===== src/design/stum_pkg.sv =====
// Shared types and constants for the slot table with identifier match.
package stum_pkg;

    localparam int OP_W      = 3;
    localparam int SLOT_W    = 6;
    localparam int RANK_W    = 6;
    localparam int UID_W     = 64;
    localparam int STATUS_W  = 2;
    localparam int CNT_OUT_W = 7;
    localparam int S_TDATA_W = 144;
    localparam int M_TDATA_W = 144;

    typedef enum logic [OP_W-1:0] {
        OP_SAVE   = 3'd0,
        OP_FIND   = 3'd1,
        OP_DELETE = 3'd2,
        OP_CLEAR  = 3'd3,
        OP_SELECT = 3'd4
    } op_t;

    typedef enum logic [STATUS_W-1:0] {
        ST_OK        = 2'd0,
        ST_NOT_FOUND = 2'd1,
        ST_FULL      = 2'd2,
        ST_BAD_SLOT  = 2'd3
    } status_t;

    // where the result slot and identifier come from
    typedef enum logic [1:0] {
        RES_NONE = 2'd0,
        RES_IDX  = 2'd1,
        RES_CMP  = 2'd2
    } res_src_t;

    typedef enum logic [2:0] {
        S_IDLE,
        S_DISPATCH,
        S_SAVE_SCAN,
        S_FIND,
        S_FIND_TAIL,
        S_SEL_SCAN,
        S_SEL_WAIT,
        S_EMIT
    } state_t;

    typedef struct packed {
        logic     load;
        logic     idx_inc;
        logic     seen_inc;
        logic     rd_issue;
        logic     save_here;
        logic     do_delete;
        logic     do_clear;
        logic     res_load;
        status_t  res_status;
        res_src_t res_src;
        logic     emit;
    } cmd_t;

    typedef struct packed {
        op_t  op;
        logic full;
        logic del_bad;
        logic occ_cur;
        logic idx_last;
        logic rank_hit;
        logic hit;
        logic out_free;
    } stat_t;

endpackage


===== src/design/stum_ctrl.sv =====
// Operation sequencer: accepts a command, steps the scans, hands off the result.
module stum_ctrl (
    input  logic            aclk,
    input  logic            aresetn,
    input  logic            s_tvalid,
    output logic            s_tready,
    input  stum_pkg::stat_t st,
    output stum_pkg::cmd_t  cmd
);
    stum_pkg::state_t state_reg, state_next;

    always_ff @(posedge aclk) begin
        if (!aresetn) begin
            state_reg <= stum_pkg::S_IDLE;
        end else begin
            state_reg <= state_next;
        end
    end

    always_comb begin
        cmd        = '0;
        s_tready   = 1'b0;
        state_next = state_reg;
        unique case (state_reg)
            stum_pkg::S_IDLE: begin
                s_tready = 1'b1;
                if (s_tvalid) begin
                    cmd.load   = 1'b1;
                    state_next = stum_pkg::S_DISPATCH;
                end
            end
            stum_pkg::S_DISPATCH: begin
                unique case (st.op)
                    stum_pkg::OP_SAVE: begin
                        if (st.full) begin
                            cmd.res_load   = 1'b1;
                            cmd.res_status = stum_pkg::ST_FULL;
                            cmd.res_src    = stum_pkg::RES_NONE;
                            state_next     = stum_pkg::S_EMIT;
                        end else begin
                            state_next = stum_pkg::S_SAVE_SCAN;
                        end
                    end
                    stum_pkg::OP_FIND: begin
                        state_next = stum_pkg::S_FIND;
                    end
                    stum_pkg::OP_DELETE: begin
                        cmd.res_load = 1'b1;
                        cmd.res_src  = stum_pkg::RES_NONE;
                        if (st.del_bad) begin
                            cmd.res_status = stum_pkg::ST_BAD_SLOT;
                        end else begin
                            cmd.do_delete  = 1'b1;
                            cmd.res_status = stum_pkg::ST_OK;
                        end
                        state_next = stum_pkg::S_EMIT;
                    end
                    stum_pkg::OP_CLEAR: begin
                        cmd.do_clear   = 1'b1;
                        cmd.res_load   = 1'b1;
                        cmd.res_status = stum_pkg::ST_OK;
                        cmd.res_src    = stum_pkg::RES_NONE;
                        state_next     = stum_pkg::S_EMIT;
                    end
                    stum_pkg::OP_SELECT: begin
                        state_next = stum_pkg::S_SEL_SCAN;
                    end
                    default: begin
                        cmd.res_load   = 1'b1;
                        cmd.res_status = stum_pkg::ST_BAD_SLOT;
                        cmd.res_src    = stum_pkg::RES_NONE;
                        state_next     = stum_pkg::S_EMIT;
                    end
                endcase
            end
            stum_pkg::S_SAVE_SCAN: begin
                // count below capacity guarantees a free slot ahead
                if (!st.occ_cur) begin
                    cmd.save_here  = 1'b1;
                    cmd.res_load   = 1'b1;
                    cmd.res_status = stum_pkg::ST_OK;
                    cmd.res_src    = stum_pkg::RES_IDX;
                    state_next     = stum_pkg::S_EMIT;
                end else begin
                    cmd.idx_inc = 1'b1;
                end
            end
            stum_pkg::S_FIND: begin
                // one read issued per cycle, compared on the registered read data
                cmd.rd_issue = 1'b1;
                cmd.idx_inc  = 1'b1;
                if (st.hit) begin
                    cmd.res_load   = 1'b1;
                    cmd.res_status = stum_pkg::ST_OK;
                    cmd.res_src    = stum_pkg::RES_CMP;
                    state_next     = stum_pkg::S_EMIT;
                end else if (st.idx_last) begin
                    state_next = stum_pkg::S_FIND_TAIL;
                end
            end
            stum_pkg::S_FIND_TAIL: begin
                cmd.res_load = 1'b1;
                if (st.hit) begin
                    cmd.res_status = stum_pkg::ST_OK;
                    cmd.res_src    = stum_pkg::RES_CMP;
                end else begin
                    cmd.res_status = stum_pkg::ST_NOT_FOUND;
                    cmd.res_src    = stum_pkg::RES_NONE;
                end
                state_next = stum_pkg::S_EMIT;
            end
            stum_pkg::S_SEL_SCAN: begin
                if (st.occ_cur && st.rank_hit) begin
                    cmd.rd_issue = 1'b1;
                    state_next   = stum_pkg::S_SEL_WAIT;
                end else begin
                    cmd.seen_inc = st.occ_cur;
                    if (st.idx_last) begin
                        cmd.res_load   = 1'b1;
                        cmd.res_status = stum_pkg::ST_NOT_FOUND;
                        cmd.res_src    = stum_pkg::RES_NONE;
                        state_next     = stum_pkg::S_EMIT;
                    end else begin
                        cmd.idx_inc = 1'b1;
                    end
                end
            end
            stum_pkg::S_SEL_WAIT: begin
                cmd.res_load   = 1'b1;
                cmd.res_status = stum_pkg::ST_OK;
                cmd.res_src    = stum_pkg::RES_CMP;
                state_next     = stum_pkg::S_EMIT;
            end
            stum_pkg::S_EMIT: begin
                if (st.out_free) begin
                    cmd.emit   = 1'b1;
                    state_next = stum_pkg::S_IDLE;
                end
            end
            default: begin
                state_next = stum_pkg::S_IDLE;
            end
        endcase
    end

endmodule


===== config.mk =====
export PLATFORM = sky130hd
export DESIGN_NAME = stum_ctrl
export DESIGN_NICKNAME = d
export VERILOG_FILES = /design/src/design/stum_pkg.sv /design/src/design/stum_ctrl.sv
export SDC_FILE = /design/constraint.sdc
export NUM_CORES = 1
export LEC_CHECK = 0
export ABC_AREA = 1
export BUFFER_PORTS_ARGS = -buffer_cell sky130_fd_sc_hd__buf_2
export CAP_MARGIN = 20
export CORE_AREA = 2 2 39 41
export DETAILED_ROUTE_END_ITERATION = 10
export DIE_AREA = 0 0 41 43
export HOLD_SLACK_MARGIN = 0.05
export PLACE_DENSITY = 0.71
export SETUP_SLACK_MARGIN = 0.4
export SYNTH_ARGS = -nofsm -noshare
export SYNTH_HDL_FRONTEND = slang
export SYNTH_SLANG_ARGS = --single-unit

===== constraint.sdc =====
create_clock -name aclk -period 2.83 [get_ports aclk]
set_input_delay 0.566 -clock aclk [delete_from_list [all_inputs] [get_ports aclk]]
set_output_delay 0.566 -clock aclk [all_outputs]
set_load 0.01 [all_outputs]

==> results.sh, run 1 <==
export IMPL_dr_total_vias=686
export IMPL_leakagePower_nw=0.462
export IMPL_slowest_delay_ns=0.62
export IMPL_dpl_cell_area_sq_um=661
export IMPL_p_switching_mw=0.313
export IMPL_ys_ff_latch=3
export IMPL_clkPwrFrac_pct=12.6
export IMPL_rsz0062_at_grt="no"
export IMPL_outcome="finished clean"
export IMPL_gp_congestion=0.855
export IMPL_fin_skew_ns=0.00284
export IMPL_ant_nets=0
export IMPL_yosysSeqAreaShare_pct=11.0
export IMPL_synth_cell_types=19
export IMPL_r2r_end="state_reg[1]"
export IMPL_power_frac_comb_pct=64.9
export IMPL_pwr_density_cell_mw_per_mm2=846
export IMPL_grt_usage_pct=17.9
export IMPL_cp_data_required_time_ns=2.26
export IMPL_drive_gt1_share_pct=28.7
export IMPL_final_common_cell="buf_2"
export IMPL_dpl_hpwl_mm=1.06
export IMPL_crit_path_cell_trace="nand2_1 > nor2_1 > nand2_1 > o21ai_0 > o21ai_0 > inv_1 > buf_2"
export IMPL_drv_cap=0
export IMPL_fin_area_sq_um=687
export IMPL_synth_edf_count=0
export IMPL_cts_path_max_buffers=2
export IMPL_hold_path_class="in -> reg"
export IMPL_fmax_mhz=469
export IMPL_final_cells=145
export IMPL_dieWidth_um=41
export IMPL_initial_core_util_pct=39.3
export IMPL_nets=143
export IMPL_wl_per_cell_um=9.05
export IMPL_tightest_slew_ns=0.494
export IMPL_critPathSlowestCell="dfxtp_1"
export IMPL_first_pass_iters=4
export IMPL_seq_power_share_pct=22.5
export IMPL_synth_cell_area_sq_um=544
export IMPL_io_buffers=26
export IMPL_cts_tree="done"
export IMPL_cp_arrival_ns=1.57
export IMPL_coreArea_sq_mm=0.00138
export IMPL_worstHoldStart="aresetn"
export IMPL_clk_insertion_delay_late_ns=0.23
export IMPL_via_per_inst=4.73
export IMPL_htreeDepth=1
export IMPL_timing_final_crit_share_pct=75.4
export IMPL_finalWirelength_mm=1.31
export IMPL_final_max_slew_viol_count=0
export IMPL_rr_worst_depth=9
export IMPL_hold_end="state_reg[0]"
export IMPL_p_int_mw=0.268
export IMPL_synth_area_per_cell_sq_um=5.34
export IMPL_antenna_found_initial=0
export IMPL_grt_remaining_overflow=0
export IMPL_place_inst=141
export IMPL_die_h_um=43
export IMPL_diodes=0
export IMPL_cts_resized=0
export IMPL_grt_pass1_vias=572
export IMPL_regToRegSetupSlack_ns=1.26
export IMPL_worst_path_max_fanout=11
export IMPL_finalSetupViolCount=0
export IMPL_die_area_sq_mm=0.00176
export IMPL_tns_ns=0
export IMPL_layout_common_cells="26 x buf_2, 23 x nor2_1, 22 x nand2_1"
export IMPL_row_count=14
export IMPL_hold_viol=0
export IMPL_switching_share_pct=53.8
export IMPL_endpoint_kind="primary output"
export IMPL_drt_iter0_drc=9
export IMPL_synthToLayoutAreaGrowth_pct=26.2
export IMPL_path_clk_slew_ns=0.04
export IMPL_synth_nets=115
export IMPL_hold_buffers=0
export IMPL_r2r_start="state_reg[1]"
export IMPL_path_class="reg -> out"
export IMPL_cts_made_buffers=3
export IMPL_cts_setup_buffers=0
export IMPL_irDropWorstVdd_mv=0.343
export IMPL_relSlewSlack_pct=67.0
export IMPL_whs_ns=0.583
export IMPL_grt_first_pass_wirelength_mm=2.22
export IMPL_netlist_instances=102
export IMPL_ys_flop_type="dfxtp_1"
export IMPL_drc_errors=0
export IMPL_cp_start_kind="flip-flop"
export IMPL_async_reset_ff_share_pct=0
export IMPL_cts_root_buf="clkbuf_4"
export IMPL_numClockSinks=3
export IMPL_yosys_warnings=0
export IMPL_cpLargestDelayFamily="flip-flops"
export IMPL_grt_max_degree=12
export IMPL_critPathBufInv=2
export IMPL_ioPinCount=27
export IMPL_largest_register_ffs=3
export IMPL_whs_path_depth=3
export IMPL_period_needed_ns=2.13
-- how the worst max path moves through the flow --
stage	from	cells after the start	slack, ns	to
floorplan	st[8]	5	1.11	cmd[5]
global placement	st[8]	7	0.87	cmd[5]
detailed placement	st[8]	7	0.83	cmd[5]
CTS	state_reg[1]	7	0.69	cmd[2]
global route	state_reg[1]	7	0.46	cmd[2]
finish	state_reg[1]	7	0.70	cmd[2]
-- cell families after synthesis --
logic type	after synthesis	synth area share, %
simple gates	68	60.2
buf+inv	22	19.3
compound gates	9	9.43
flops	3	11.0
-- through the flow --
step | total power, mW | utilization [%] | worst slack (ns)
final | 0.581 | 49.6 | 0.696
after global routing | 0.654 | 49.6 | 0.463
after CTS | 0.586 | 49.6 | 0.694
after detailed placement | 0.510 | 47.7 | 0.832
after global placement | 0.507 | 47.7 | 0.871
after floorplan | 0.435 | - | 1.11
-- per-layer routing --
layer	track usage (%)	part of all wire [%]
met5	0	0
met4	4.00	0
met3	6.28	5.0
met2	28.4	47
met1	22.4	48
-- cells in the mapped netlist, types with 2 or more instances --
master	n	area, sq um
nor2_1	23	86.3
nand2_1	22	82.6
inv_1	18	67.6
nand3_1	11	55.1
o21ai_0	5	25.0
buf_6	3	33.8
dfxtp_1	3	60.1
nand4_1	3	18.8
a21oi_1	2	10.0
nand3_2	2	20.0
nor3_1	2	10.0
-- worst register-to-register path: stages, from the launching register on --
cell	delay, ns
dfxtp_1	0.62
inv_1	0.15
nand3_2	0.15
inv_1	0.06
nand2_1	0.06
nand2_1	0.05
nor2_1	0.21
nand2_1	0.08
nand2_1	0.06
nor2_1	0.04
-- layout make-up --
cell class	count	area [sq um]
Inverter	19	71.3
Sequential cell	3	60.1
Multi-Input combinational cell	77	379
Clock buffer	4	26.3
Fill cell	154	697
Tap cell	16	20.0
Timing Repair Buffer	26	130
-- power groups by stage --
stage               clock, mW  combinational, mW  sequential [mW]
detailed placement          0              0.379            0.131
floorplan                   0              0.365           0.0703
finish                 0.0732              0.377            0.131
global route           0.0818              0.436            0.136
CTS                    0.0747              0.381            0.130
global placement            0              0.378            0.130
(Power assumes the default switching activity.)
==> run 2: changes to the inputs <==
--- a/config.mk
+++ b/config.mk
@@ -8,9 +8,8 @@
 export ABC_AREA = 1
 export BUFFER_PORTS_ARGS = -buffer_cell sky130_fd_sc_hd__buf_2
 export CAP_MARGIN = 20
-export CORE_AREA = 2 2 39 41
+export CORE_UTILIZATION = 39
 export DETAILED_ROUTE_END_ITERATION = 10
-export DIE_AREA = 0 0 41 43
 export HOLD_SLACK_MARGIN = 0.05
 export PLACE_DENSITY = 0.71
 export SETUP_SLACK_MARGIN = 0.4
==> constraint.sdc (replaced) <==
create_clock -name aclk -period 1.9 [get_ports aclk]
set_input_delay 0.38 -clock aclk [delete_from_list [all_inputs] [get_ports aclk]]
set_output_delay 0.38 -clock aclk [all_outputs]
set_load 0.01 [all_outputs]
==> results.sh, run 2 (synthesis gave the netlist of run 1 again) <==
export IMPL_dpl_hpwl_mm=1.09
export IMPL_postLayoutCoreUtil_pct=61.7
export IMPL_coreArea_sq_mm=0.00130
export IMPL_finalWirelength_mm=1.60
export IMPL_grt_first_pass_wirelength_mm=2.35
export IMPL_place_ws_ns=0.218
export IMPL_grt_busiest_layer="met2"
export IMPL_cp_data_required_time_ns=1.52
export IMPL_ioPinCount=27
export IMPL_use_met1_pct=27.6
export IMPL_grtUsageMet2_pct=37.5
export IMPL_met3_usage_pct=5.11
export IMPL_worstHoldStart="aresetn"
export IMPL_worst_path_max_fanout=7
export IMPL_hold_viol=0
export IMPL_critPathSlowestCell="dfxtp_4"
export IMPL_finalSetupViolCount=0
export IMPL_row_count=13
export IMPL_crit_path_start="state_reg[2]"
export IMPL_fin_skew_ns=0.000580
export IMPL_cp_start_kind="flip-flop"
export IMPL_cts_made_buffers=3
export IMPL_diodes=0
export IMPL_irDropWorstVdd_mv=0.708
export IMPL_antenna_found_initial=0
export IMPL_fmax_mhz=601
export IMPL_drive_gt1_share_pct=44.1
export IMPL_die_area_sq_mm=0.00155
export IMPL_synthToLayoutAreaGrowth_pct=47.6
export IMPL_cts_tree="done"
export IMPL_cpLargestDelayFamily="simple AND/OR/NAND/NOR gates"
export IMPL_r2r_start="state_reg[1]"
export IMPL_die_h_um=39.4
export IMPL_endpoint_kind="primary output"
export IMPL_largest_register_ffs=3
export IMPL_first_pass_iters=4
export IMPL_tns_ns=0
export IMPL_htreeDepth=1
export IMPL_via_per_inst=4.94
export IMPL_cp_arrival_ns=1.28
export IMPL_cts_root_buf="clkbuf_4"
export IMPL_path_class="reg -> out"
export IMPL_grt_max_degree=8
export IMPL_grt_usage_pct=21.7
export IMPL_drc_errors=0
export IMPL_slowest_delay_ns=0.38
export IMPL_final_common_cell="buf_2"
export IMPL_grt_pass1_vias=597
export IMPL_relSlewSlack_pct=87.7
export IMPL_cts_path_max_buffers=2
export IMPL_gp_congestion=0.801
export IMPL_path_clk_slew_ns=0.03
export IMPL_outcome="finished clean"
export IMPL_drt_iter0_drc=16
export IMPL_dr_total_vias=746
export IMPL_ant_nets=0
export IMPL_initial_core_util_pct=41.8
export IMPL_drv_cap=0
export IMPL_leakagePower_nw=0.503
export IMPL_io_buffers=26
export IMPL_grt_remaining_overflow=0
export IMPL_period_needed_ns=1.66
export IMPL_hold_path_class="in -> reg"
export IMPL_crit_path_cell_trace="nor2_8 > nand2_4 > or3_4 > o21ai_2 > buf_2"
export IMPL_pwr_density_cell_mw_per_mm2=1330
export IMPL_critPathBufInv=1
export IMPL_final_max_slew_viol_count=0
export IMPL_layout_common_cells="26 x buf_2, 21 x nand2_1, 17 x nor2_1, 17 x inv_1, 9 x nand3_1"
export IMPL_wl_per_cell_um=10.6
export IMPL_tightest_slew_ns=0.184
export IMPL_timing_final_crit_share_pct=87.6
export IMPL_setup_ws_ns=0.235
export IMPL_dieWidth_um=39.4
export IMPL_rsz0062_at_grt="yes"
export IMPL_numClockSinks=3
export IMPL_clk_insertion_delay_late_ns=0.23
export IMPL_nets=150
==> run 2: cell types whose count changed in the layout (fill, tap and decap cells not counted), moves of 2 or more <==
cell	delta
buf_4	+6
dfxtp_1	-3
dfxtp_4	+3
nand3_1	-2
nor2_1	-6
nor2_2	+6
o21ai_0	-2
==> run 2: report_power, final <==
part | leakage (nW) | internal [mW] | switching, mW
clock network | 0.0150 | 0.0786 | 0.0320
logic | 0.461 | 0.334 | 0.434
registers | 0.0267 | 0.110 | 0.0812
==> run 2: layer usage <==
layer | wire (um) | vias up
met5 | 0 | -
li1 | - | 389
met1 | 698 | 328
met3 | 81 | 2
met2 | 801 | 27
met4 | 14 | 0
==> run 2: worst min-delay path, cell delays in order <==
cell and delay, ns:
buf_2 0.12, nand2_1 0.06, nor2_1 0.03
==> run 2: worst paths after layout <==
| check | end | slack (ns) | cells past startpoint |
|---|---|---|---|
| worst max register to register | state_reg[1] | 0.58 | 8 |
| worst min register to register | state_reg[2] | 0.71 | 3 |
| worst max-delay path | cmd[4] | 0.24 | 5 |
| worst min-delay path | state_reg[1] | 0.39 | 3 |
==> run 2: timing repair <==
| item | 4_1_cts | 5_1_grt |
|---|---|---|
| pin swaps | 3 | 0 |
| setup endpoints to repair | 16 | 15 |
| resized for setup | 19 | 7 |
| hold buffers | 0 | 0 |
| buffers inserted | 6 | 1 |
==> run 2: layout make-up <==
class,count,area [sq um]
Multi-Input combinational cell,77,429
Timing Repair Buffer,33,186
Tap cell,15,18.8
Sequential cell,3,71.3
Fill cell,140,498
Inverter,19,71.3
Clock buffer,4,26.3
==> run 2: per-stage QoR <==
| step | total power, mW | std cells | hold slack, ns | area [sq um] |
|---|---|---|---|---|
| floorplan | 0.648 | 102 | 0.500 | 544 |
| global placement | 0.753 | 140 | 0.631 | 659 |
| detailed placement | 0.761 | 140 | 0.635 | 659 |
| CTS | 1.02 | 150 | 0.380 | 779 |
| global route | 1.18 | 151 | 0.392 | 803 |
| finish | 1.07 | 151 | 0.391 | 803 |
